[src/design/hdlc_bd_pkg.sv]
package hdlc_bd_pkg;

	localparam int BYTE_W = 8;
	localparam int LEN_W = 9;
	localparam int IDX_W = 2;
	localparam int MAX_FRAME = 256;

	localparam logic [BYTE_W-1:0] DEF_FLAG = 8'h7e;
	localparam logic [BYTE_W-1:0] DEF_ESCAPE = 8'h7d;
	localparam logic [BYTE_W-1:0] DEF_FLIP = 8'h20;

	// Register indexes on the configuration port
	localparam logic [IDX_W-1:0] CFG_FLAG = 2'd0;
	localparam logic [IDX_W-1:0] CFG_ESCAPE = 2'd1;
	localparam logic [IDX_W-1:0] CFG_FLIP = 2'd2;
	localparam logic [IDX_W-1:0] CFG_LIMIT = 2'd3;

	typedef enum logic [1:0] {
		KIND_DATA = 2'd0,
		KIND_END = 2'd1,
		KIND_OVERFLOW = 2'd2
	} kind_t;

	typedef struct packed {
		logic [BYTE_W-1:0] flag_byte;
		logic [BYTE_W-1:0] escape_byte;
		logic [BYTE_W-1:0] flip_mask;
		logic [LEN_W-1:0] limit;
	} cfg_t;

	typedef struct packed {
		logic has_result;
		kind_t kind;
		logic [BYTE_W-1:0] data_byte;
		logic [LEN_W-1:0] frame_length;
	} result_t;

endpackage

[src/design/hdlc_bd_cfg.sv]
module hdlc_bd_cfg (
	input logic clk,
	input logic arst_n,
	input logic cfg_we,
	input logic [hdlc_bd_pkg::IDX_W-1:0] cfg_index,
	input logic [hdlc_bd_pkg::LEN_W-1:0] cfg_data,
	output hdlc_bd_pkg::cfg_t cfg
);

	logic [hdlc_bd_pkg::BYTE_W-1:0] flag_q;
	logic [hdlc_bd_pkg::BYTE_W-1:0] escape_q;
	logic [hdlc_bd_pkg::BYTE_W-1:0] flip_q;
	logic [hdlc_bd_pkg::LEN_W-1:0] limit_q;
	logic [hdlc_bd_pkg::LEN_W-1:0] limit_eff;

	// Clamp the written limit: zero acts as one, cap at the frame maximum
	always_comb begin
		priority if (cfg_data == '0) begin
			limit_eff = hdlc_bd_pkg::LEN_W'(1);
		end else if (cfg_data > hdlc_bd_pkg::LEN_W'(hdlc_bd_pkg::MAX_FRAME)) begin
			limit_eff = hdlc_bd_pkg::LEN_W'(hdlc_bd_pkg::MAX_FRAME);
		end else begin
			limit_eff = cfg_data;
		end
	end

	// Hold the registers, load on a write
	always_ff @(posedge clk or negedge arst_n) begin
		if (!arst_n) begin
			flag_q <= hdlc_bd_pkg::DEF_FLAG;
			escape_q <= hdlc_bd_pkg::DEF_ESCAPE;
			flip_q <= hdlc_bd_pkg::DEF_FLIP;
			limit_q <= hdlc_bd_pkg::LEN_W'(hdlc_bd_pkg::MAX_FRAME);
		end else if (cfg_we) begin
			unique case (cfg_index)
				hdlc_bd_pkg::CFG_FLAG: flag_q <= cfg_data[hdlc_bd_pkg::BYTE_W-1:0];
				hdlc_bd_pkg::CFG_ESCAPE: escape_q <= cfg_data[hdlc_bd_pkg::BYTE_W-1:0];
				hdlc_bd_pkg::CFG_FLIP: flip_q <= cfg_data[hdlc_bd_pkg::BYTE_W-1:0];
				hdlc_bd_pkg::CFG_LIMIT: limit_q <= limit_eff;
			endcase
		end
	end

	assign cfg.flag_byte = flag_q;
	assign cfg.escape_byte = escape_q;
	assign cfg.flip_mask = flip_q;
	assign cfg.limit = limit_q;

endmodule

[src/design/hdlc_bd_decode.sv]
module hdlc_bd_decode (
	input logic clk,
	input logic arst_n,
	input hdlc_bd_pkg::cfg_t cfg,
	input logic [hdlc_bd_pkg::BYTE_W-1:0] rx_byte_s1,
	input logic take,
	output hdlc_bd_pkg::result_t res
);

	logic escape_q;
	logic [hdlc_bd_pkg::LEN_W-1:0] count_q;
	logic escape_d;
	logic [hdlc_bd_pkg::LEN_W-1:0] count_d;
	logic [hdlc_bd_pkg::LEN_W-1:0] count_inc;
	logic [hdlc_bd_pkg::BYTE_W-1:0] decoded;
	logic is_data;

	assign count_inc = count_q + hdlc_bd_pkg::LEN_W'(1);

	// Classify the byte: flag first, then pending escape, then escape marker
	always_comb begin
		res.has_result = 1'b1;
		res.kind = hdlc_bd_pkg::KIND_DATA;
		res.data_byte = '0;
		res.frame_length = '0;
		escape_d = escape_q;
		count_d = count_q;
		decoded = rx_byte_s1;
		is_data = 1'b0;
		priority if (rx_byte_s1 == cfg.flag_byte) begin
			res.kind = hdlc_bd_pkg::KIND_END;
			res.frame_length = count_q;
			count_d = '0;
			escape_d = 1'b0;
		end else if (escape_q) begin
			decoded = rx_byte_s1 ^ cfg.flip_mask;
			escape_d = 1'b0;
			is_data = 1'b1;
		end else if (rx_byte_s1 == cfg.escape_byte) begin
			res.has_result = 1'b0;
			escape_d = 1'b1;
		end else begin
			is_data = 1'b1;
		end
		// Count the data byte, discard the frame when the limit is reached
		if (is_data) begin
			res.data_byte = decoded;
			if (count_inc >= cfg.limit) begin
				res.kind = hdlc_bd_pkg::KIND_OVERFLOW;
				count_d = '0;
			end else begin
				count_d = count_inc;
			end
		end
	end

	// Advance the frame state once per consumed byte
	always_ff @(posedge clk or negedge arst_n) begin
		if (!arst_n) begin
			escape_q <= 1'b0;
			count_q <= '0;
		end else if (take) begin
			escape_q <= escape_d;
			count_q <= count_d;
		end
	end

endmodule

[src/design/hdlc_byte_destuff_deframer.sv]
// Byte-destuffing frame receiver. Takes one raw line byte per beat and can
// take a new byte every cycle while the output is not stalled. The byte
// sits in an input register and is decoded into the result register once
// the result slot is free or the byte yields no result. A result thus
// passes through the input and result registers before it shows on the
// output. While a result waits on the output, one more byte is taken into
// the input register. An escape byte gives no result and moves straight on.
// Any other byte stays in the input register and holds the input side until
// the waiting result is taken. A flag byte gives a frame-end result with
// the data byte count. An escape byte flips the next byte with the mask.
// Any other byte gives a data result. That result is marked as overflow
// when the count reaches the frame limit, which then discards the frame.
// Registers: 0 flag, 1 escape, 2 flip mask, 3 frame limit (zero acts as
// one, capped at 256). Write them only while the block is idle.
module hdlc_byte_destuff_deframer (
	input logic clk,
	input logic arst_n,
	input logic cfg_we,
	input logic [hdlc_bd_pkg::IDX_W-1:0] cfg_index,
	input logic [hdlc_bd_pkg::LEN_W-1:0] cfg_data,
	input logic in_valid,
	output logic in_ready,
	input logic [hdlc_bd_pkg::BYTE_W-1:0] rx_byte,
	output logic out_valid,
	input logic out_ready,
	output logic [1:0] kind,
	output logic [hdlc_bd_pkg::BYTE_W-1:0] data_byte,
	output logic [hdlc_bd_pkg::LEN_W-1:0] frame_length
);

	hdlc_bd_pkg::cfg_t cfg;
	hdlc_bd_pkg::result_t res;
	logic valid_s1;
	logic [hdlc_bd_pkg::BYTE_W-1:0] rx_byte_s1;
	logic valid_s2;
	hdlc_bd_pkg::kind_t kind_s2;
	logic [hdlc_bd_pkg::BYTE_W-1:0] data_byte_s2;
	logic [hdlc_bd_pkg::LEN_W-1:0] frame_length_s2;
	logic advance;

	hdlc_bd_cfg u_cfg (
		.clk(clk),
		.arst_n(arst_n),
		.cfg_we(cfg_we),
		.cfg_index(cfg_index),
		.cfg_data(cfg_data),
		.cfg(cfg)
	);

	hdlc_bd_decode u_decode (
		.clk(clk),
		.arst_n(arst_n),
		.cfg(cfg),
		.rx_byte_s1(rx_byte_s1),
		.take(advance),
		.res(res)
	);

	// Move the held byte on when the result slot is free or it yields nothing
	assign advance = valid_s1 && (!valid_s2 || out_ready || !res.has_result);
	assign in_ready = !valid_s1 || advance;

	// Input register
	always_ff @(posedge clk or negedge arst_n) begin
		if (!arst_n) begin
			valid_s1 <= 1'b0;
		end else if (in_valid && in_ready) begin
			valid_s1 <= 1'b1;
		end else if (advance) begin
			valid_s1 <= 1'b0;
		end
	end

	always_ff @(posedge clk) begin
		if (in_valid && in_ready) begin
			rx_byte_s1 <= rx_byte;
		end
	end

	// Result register: load a new beat, drop it once taken
	always_ff @(posedge clk or negedge arst_n) begin
		if (!arst_n) begin
			valid_s2 <= 1'b0;
		end else if (advance && res.has_result) begin
			valid_s2 <= 1'b1;
		end else if (out_ready) begin
			valid_s2 <= 1'b0;
		end
	end

	always_ff @(posedge clk) begin
		if (advance && res.has_result) begin
			kind_s2 <= res.kind;
			data_byte_s2 <= res.data_byte;
			frame_length_s2 <= res.frame_length;
		end
	end

	assign out_valid = valid_s2;
	assign kind = kind_s2;
	assign data_byte = data_byte_s2;
	assign frame_length = frame_length_s2;

endmodule

[config.mk]
export PLATFORM = sky130hd
export DESIGN_NAME = hdlc_byte_destuff_deframer
export DESIGN_NICKNAME = d
export VERILOG_FILES = /design/src/design/hdlc_bd_pkg.sv /design/src/design/hdlc_bd_cfg.sv /design/src/design/hdlc_bd_decode.sv /design/src/design/hdlc_byte_destuff_deframer.sv
export SDC_FILE = /design/constraint.sdc
export NUM_CORES = 1
export LEC_CHECK = 0
export BUFFER_PORTS_ARGS = -buffer_cell sky130_fd_sc_hd__buf_2
export CAP_MARGIN = 20
export CORE_AREA = 2 2 116 62
export DETAILED_ROUTE_END_ITERATION = 8
export DIE_AREA = 0 0 118 64
export PLACE_DENSITY = 0.74
export REMOVE_ABC_BUFFERS = 1
export SKIP_LAST_GASP = 1
export SLEW_MARGIN = 20
export SYNTH_ARGS = -nofsm -noshare
export SYNTH_HDL_FRONTEND = slang
export SYNTH_SLANG_ARGS = --single-unit
[constraint.sdc]
create_clock -name clk -period 3.1 [get_ports clk]
set_clock_uncertainty 0.2 [all_clocks]
set_input_delay 0 -clock clk [delete_from_list [all_inputs] [get_ports clk]]
set_output_delay 0 -clock clk [all_outputs]
set_load 0.01 [all_outputs]
Word level (Yosys, flattened, before mapping)
Index checks and enable logic that the tools add are counted.
{"block": "op_classes", "n_addsub": 1, "n_lt_le_gt_ge": 2, "n_eq_ne": 5, "n_reduce_logical": 19, "bitwise_logic": 1, "n_mux": 21}
{"op": "two-way mux 9 bit", "n": 5}
{"op": "== test 8 bit", "n": 2}
{"op": "two-way mux 8 bit", "n": 2}
{"op": "two-way mux 1 bit", "n": 12}
{"op": "two-way mux 10 bit", "n": 1}
{"op": "AND reduction 2 bit", "n": 5}
{"op": "adder 9 x 1 -> 9 bit, second input constant", "n": 1}
{"op": ">= comparator 9 bit", "n": 1}
{"op": "> comparator 9 bit, second input constant", "n": 1}
{"op": "zero test 9 bit", "n": 1}
{"op": "bitwise XOR 8 bit", "n": 1}
{"op": "nonzero test 2 bit", "n": 3}
{"op": "== test 2 bit, second input constant", "n": 2}
{"op": "logical AND 1 bit", "n": 3}
{"op": "zero test 1 bit", "n": 3}
{"op": "logical OR 1 bit", "n": 3}
{"op": "== test 2 x 1 -> 1 bit, second input constant", "n": 1}
{"op": "zero test 2 bit", "n": 1}
{"op": "two-way mux 2 bit", "n": 1}
{"block": "word_totals", "register_bits": 72, "elab_cells": 61, "out_inout_bits": 21, "input_bits": 24}

Logic depth before layout (Yosys ltp)
{"block": "logic_depth", "ltp_word": 10, "depth_mapped": 12, "mapped_depth_nobuf": 11}

Hierarchy
From an unflattened synthesis, not the netlist that was laid out.
{"block": "unflattened", "hier_cells": 277, "area_unflattened_um2": 3447.1}
{"mod": "hdlc_bd_cfg", "area_per_inst_um2": 1308.8, "seq_area_each_um2": 843.3, "cells_each": 89, "n_inst": 1}
{"mod": "hdlc_bd_decode", "area_per_inst_um2": 1209.9, "seq_area_each_um2": 250.2, "cells_each": 151, "n_inst": 1}
{"mod": "hdlc_byte_destuff_deframer", "area_per_inst_um2": 928.4, "seq_area_each_um2": 860.8, "cells_each": 37, "n_inst": 1}

Worst setup path after synthesis
No wires, ideal clock.
{"block": "synth_path", "kind": "reg-to-reg", "from": "register u_decode.count_q[0] in the netlist's numbering", "to": "register u_decode.count_q[0] in the netlist's numbering", "n_path_buf": 1, "stages_incl_launch_ff": 13, "setup_slack_ns": 0.290, "setup_time_ns": 0.080, "period_less_slack_ns": 2.810, "arrival_time_ns": 2.530, "required_time_ns": 2.820, "path_cell_list": "dfrtp_1 ha_1 nand2_1 nor2_1 nand3_1 xnor2_1 ha_1 a21oi_1 o21ai_1 a211oi_2 clkbuf_1 nand3_1 mux2i_4"}
{"block": "synth_via", "elab_chain_len": 4}
{"element": "from (decl)", "line_no": "hdlc_bd_decode.sv:11", "text": "logic [hdlc_bd_pkg::LEN_W-1:0] count_q;"}
{"element": "from (signal assigned)", "line_no": "hdlc_bd_decode.sv:64", "text": "count_q <= count_d;"}
{"element": "adder 9 x 1 -> 9 bit (*)", "line_no": "hdlc_bd_decode.sv:18", "text": "assign count_inc = count_q + hdlc_bd_pkg::LEN_W'(1);"}
{"element": ">= comparator 9 bit", "line_no": "hdlc_bd_decode.sv:48", "text": "if (count_inc >= cfg.limit) begin"}
{"element": "two-way mux 9 bit (*)", "line_no": "hdlc_bd_decode.sv:48"}
{"element": "two-way mux 9 bit (*)", "line_no": "hdlc_bd_decode.sv:46", "text": "if (is_data) begin"}
Every way passes the cells marked *; elsewhere a longest branch is shown, timed or not.
A chain may end at the register's enable or synchronous reset.

Worst setup path in the final report
Same ends and word-level chain as after synthesis.

==> impl_metrics.ini <==
[grt]
grt_overflow = 0
first_global_vias = 2491
antenna_found_initial = 0
grt_pass1_wl_um = 13300
grt_max_degree = 46
grt_usage = 0.241

[pwr]
p_comb_frac = 0.215
seq_power_share = 0.417
p_int_w = 0.00228
power.density_nw_per_um2 = 718
ir_drop_uv = 296
p_total_w = 0.00317
p_switching_w = 0.000895
power.leakage_nw = 1.91
clock_power_share = 0.367
swShare = 0.282

[yosys]
synthCells = 285
yosys.area.top_type = edfxtp_1
yosys_warnings = 0
yosys-top-cells-area = edfxtp_1 (23%), dfrtp_1 (22%), dfstp_2 (11%), xor2_1 (6.8%), mux2_2 (5.5%)
synth_cell_types = 41
synth_area_per_cell_um2 = 12.2
ys_seq_elements = 72
netlist_area_um2 = 3460
synth_top_area_frac = 0.234
ys_seq_area_frac = 0.564

[worst_setup_path]
cp.required_ns = 3.16
path_delay_family = simple AND/OR/NAND/NOR gates
timing_worst_setup_path_type = reg2reg
crit_path_end_kind = flop
critPathBufInv = 1
max_stage_delay_ns = 0.45
path_cells = ha_1, nand2_1, nor2_1, nand3_1, xnor2_2, ha_1, a21oi_1, o21ai_1, a211oi_2, buf_4, nand3_1, mux2i_4
cp_max_fo = 13
cp.arrival_ns = 2.94
critPathSlowestCell = dfrtp_1
cp-start-kind = flop

[cells_and_area]
layout.nets = 399
drive_above_1_share = 0.292
design_area_um2 = 4420
area_growth_pct = 27.6
diodes = 0
fill_cells = 494
final_util = 0.681

[hold_path]
hold_class = in2async

[timing]
slew-limit-headroom = 0.507
timing.final.crit_period_ns = 2.88
tns_ns = 0
grt_setup_unrepaired = no
fin_crit_sh = 0.930
finalMaxSlewViolations = 0
fmax_ghz = 0.347
setup_viol = 0
hold_violations = 1
whs_ns = -0.00170
tightest_slew_ns = 0.736

[routing]
drcViolationCount = 0
ant_nets = 0
wl_um = 7880
dr.pass1.iters = 4
vias = 2460
dr.first_iter.drc_count = 226
wl_per_cell_um = 17.1
viasPerCell = 5.32

[floorplanning]
die_y_um = 64
initial_core_util = 0.534
die_w_um = 118
core_area_um2 = 6490
num_rows = 21
dieArea_um2 = 7550
io_pins = 45

[clock_network]
ctsHtreeMaxLevel = 3
clockBufferDepth = 2
clk_latency_ns = 0.34
clk_pin_slew_ns = 0.05
cts_buffers = 9
cts_tree = done
cts-root-buf = clkbuf_16
cts_sinks = 72
post_cts_buffers = 0

[placed_design]
port_buffers = 44
place_congestion = 0.926
place_area_um2 = 3790
dp_hpwl_um = 5500

[outcome]
status = finished with violations
failed_checks = hold timing

[run]
cap_violations = 0
## logic make-up after synthesis
group           after synthesis  share of synthesized area
buf+inv                      22                     0.0285
flops                        72                      0.564
simple gates                 91                      0.137
fa+ha+maj                    10                     0.0361
compound gates               33                     0.0676
xor+xnor                     31                     0.0784
mux                          26                     0.0878
## sequential cells by signal (all words and copies together), names as in the netlist
name,count
kind,2
u_cfg.escape_q,8
u_decode.count_q,9
u_decode.escape_q,1
data_byte,8
u_cfg.flip_q,8
u_cfg.limit_q,9
valid_s1,1
out_valid,1
rx_byte_s1,8
u_cfg.flag_q,8
frame_length,9
## metrics by stage
| stage | worst slack [ns] | hold slack [ns] | cells |
|---|---|---|---|
| floorplan | 0.265 | -0.496 | 276 |
| global placement | 0.356 | -0.0224 | 418 |
| detailed placement | 0.260 | -0.0181 | 418 |
| CTS | 0.187 | 0.0535 | 462 |
| global route | 0.0259 | 0.0515 | 462 |
| finish | 0.217 | -0.00170 | 462 |
## synthesized netlist by cell type (all sizes together)
| cell type | instances |
|---|---|
| and3 | 10 |
| a41oi | 1 |
| o211ai | 1 |
| o31ai | 1 |
| nand3 | 8 |
| xor2 | 27 |
| nand4 | 3 |
| nor2b | 2 |
| edfxtp | 27 |
| nand3b | 2 |
| a32o | 6 |
| inv | 13 |
| nor3 | 3 |
| buf | 3 |
| dfrtp | 31 |
| dfstp | 14 |
| a211oi | 2 |
| nand2b | 8 |
| and2 | 1 |
| a31oi | 1 |
| nor2 | 16 |
| o21ai | 11 |
| clkbuf | 6 |
| a21oi | 8 |
| nand2 | 30 |
| xnor2 | 4 |
| a21o | 1 |
| mux2 | 25 |
| mux2i | 1 |
| nor3b | 1 |
| or2 | 2 |
| a32oi | 1 |
| ha | 10 |
| nor4 | 5 |
## worst paths after layout
check,endpoint,slack (ns),start,cells past startpoint
worst max register to register,u_decode.count_q[0]$_DFFE_PN0P_,0.22,u_decode.count_q[0]$_DFFE_PN0P_,12
worst min-delay path,u_cfg.limit_q[7]$_DFFE_PN0P_,-0.002,arst_n,2
worst max-delay path,u_decode.count_q[0]$_DFFE_PN0P_,0.22,u_decode.count_q[0]$_DFFE_PN0P_,12
worst min register to register,u_cfg.limit_q[4]$_DFFE_PN0P_,0.29,u_cfg.limit_q[4]$_DFFE_PN0P_,2
min in group clk,u_cfg.flag_q[5]$_DFFE_PN1P_,0.06,cfg_we,3
max in group asynchronous,u_decode.count_q[1]$_DFFE_PN0P_,2.30,arst_n,2
## cell type report
cell class                      count  area, um2  share of cell area
Clock inverter                      7        110              0.0249
Multi-Input combinational cell    191       1420               0.321
Clock buffer                        9        225              0.0510
Timing Repair Buffer               78        548               0.124
Inverter                           13       48.8              0.0110
Tap cell                           92        115              0.0260
Sequential cell                    72       1950               0.442
## routing by layer
layer | global-route usage | vias up | share of wire | wire length [um]
met2 | 0.316 | 86 | 0.38 | 3030
met5 | 0 | - | 0 | 0
met3 | 0.0920 | 8 | 0.085 | 672
met1 | 0.367 | 1190 | 0.52 | 4110
li1 | - | 1176 | - | -
met4 | 0.0648 | 0 | 0.0082 | 65
## power by group through the flow
stage	sequential, W	clock, W	combinational, W
floorplan	0.00130	0	0.000418
global placement	0.00133	0	0.000615
detailed placement	0.00133	0	0.000638
CTS	0.00132	0.00118	0.000684
global route	0.00135	0.00123	0.000769
finish	0.00133	0.00117	0.000684
## layout by cell type (no fill, tap or decap), types with 9 or more instances in the layout
master	n
and3_1	10
mux2_2	17
edfxtp_1	27
ha_1	10
nand2_1	29
clkbuf_16	9
inv_1	11
nor2_1	16
dfstp_2	14
buf_2	43
dlygate4sd3_1	28
dfrtp_1	31
xor2_1	27
## repair_timing
action / CTS / global route
gates resized for setup: 0 / 1
endpoints found under the hold margin: 74 / 0
endpoints found under the setup margin: 0 / 3
hold buffers: 28 / 0
No activity file was read; power rests on OpenSTA's default activity.
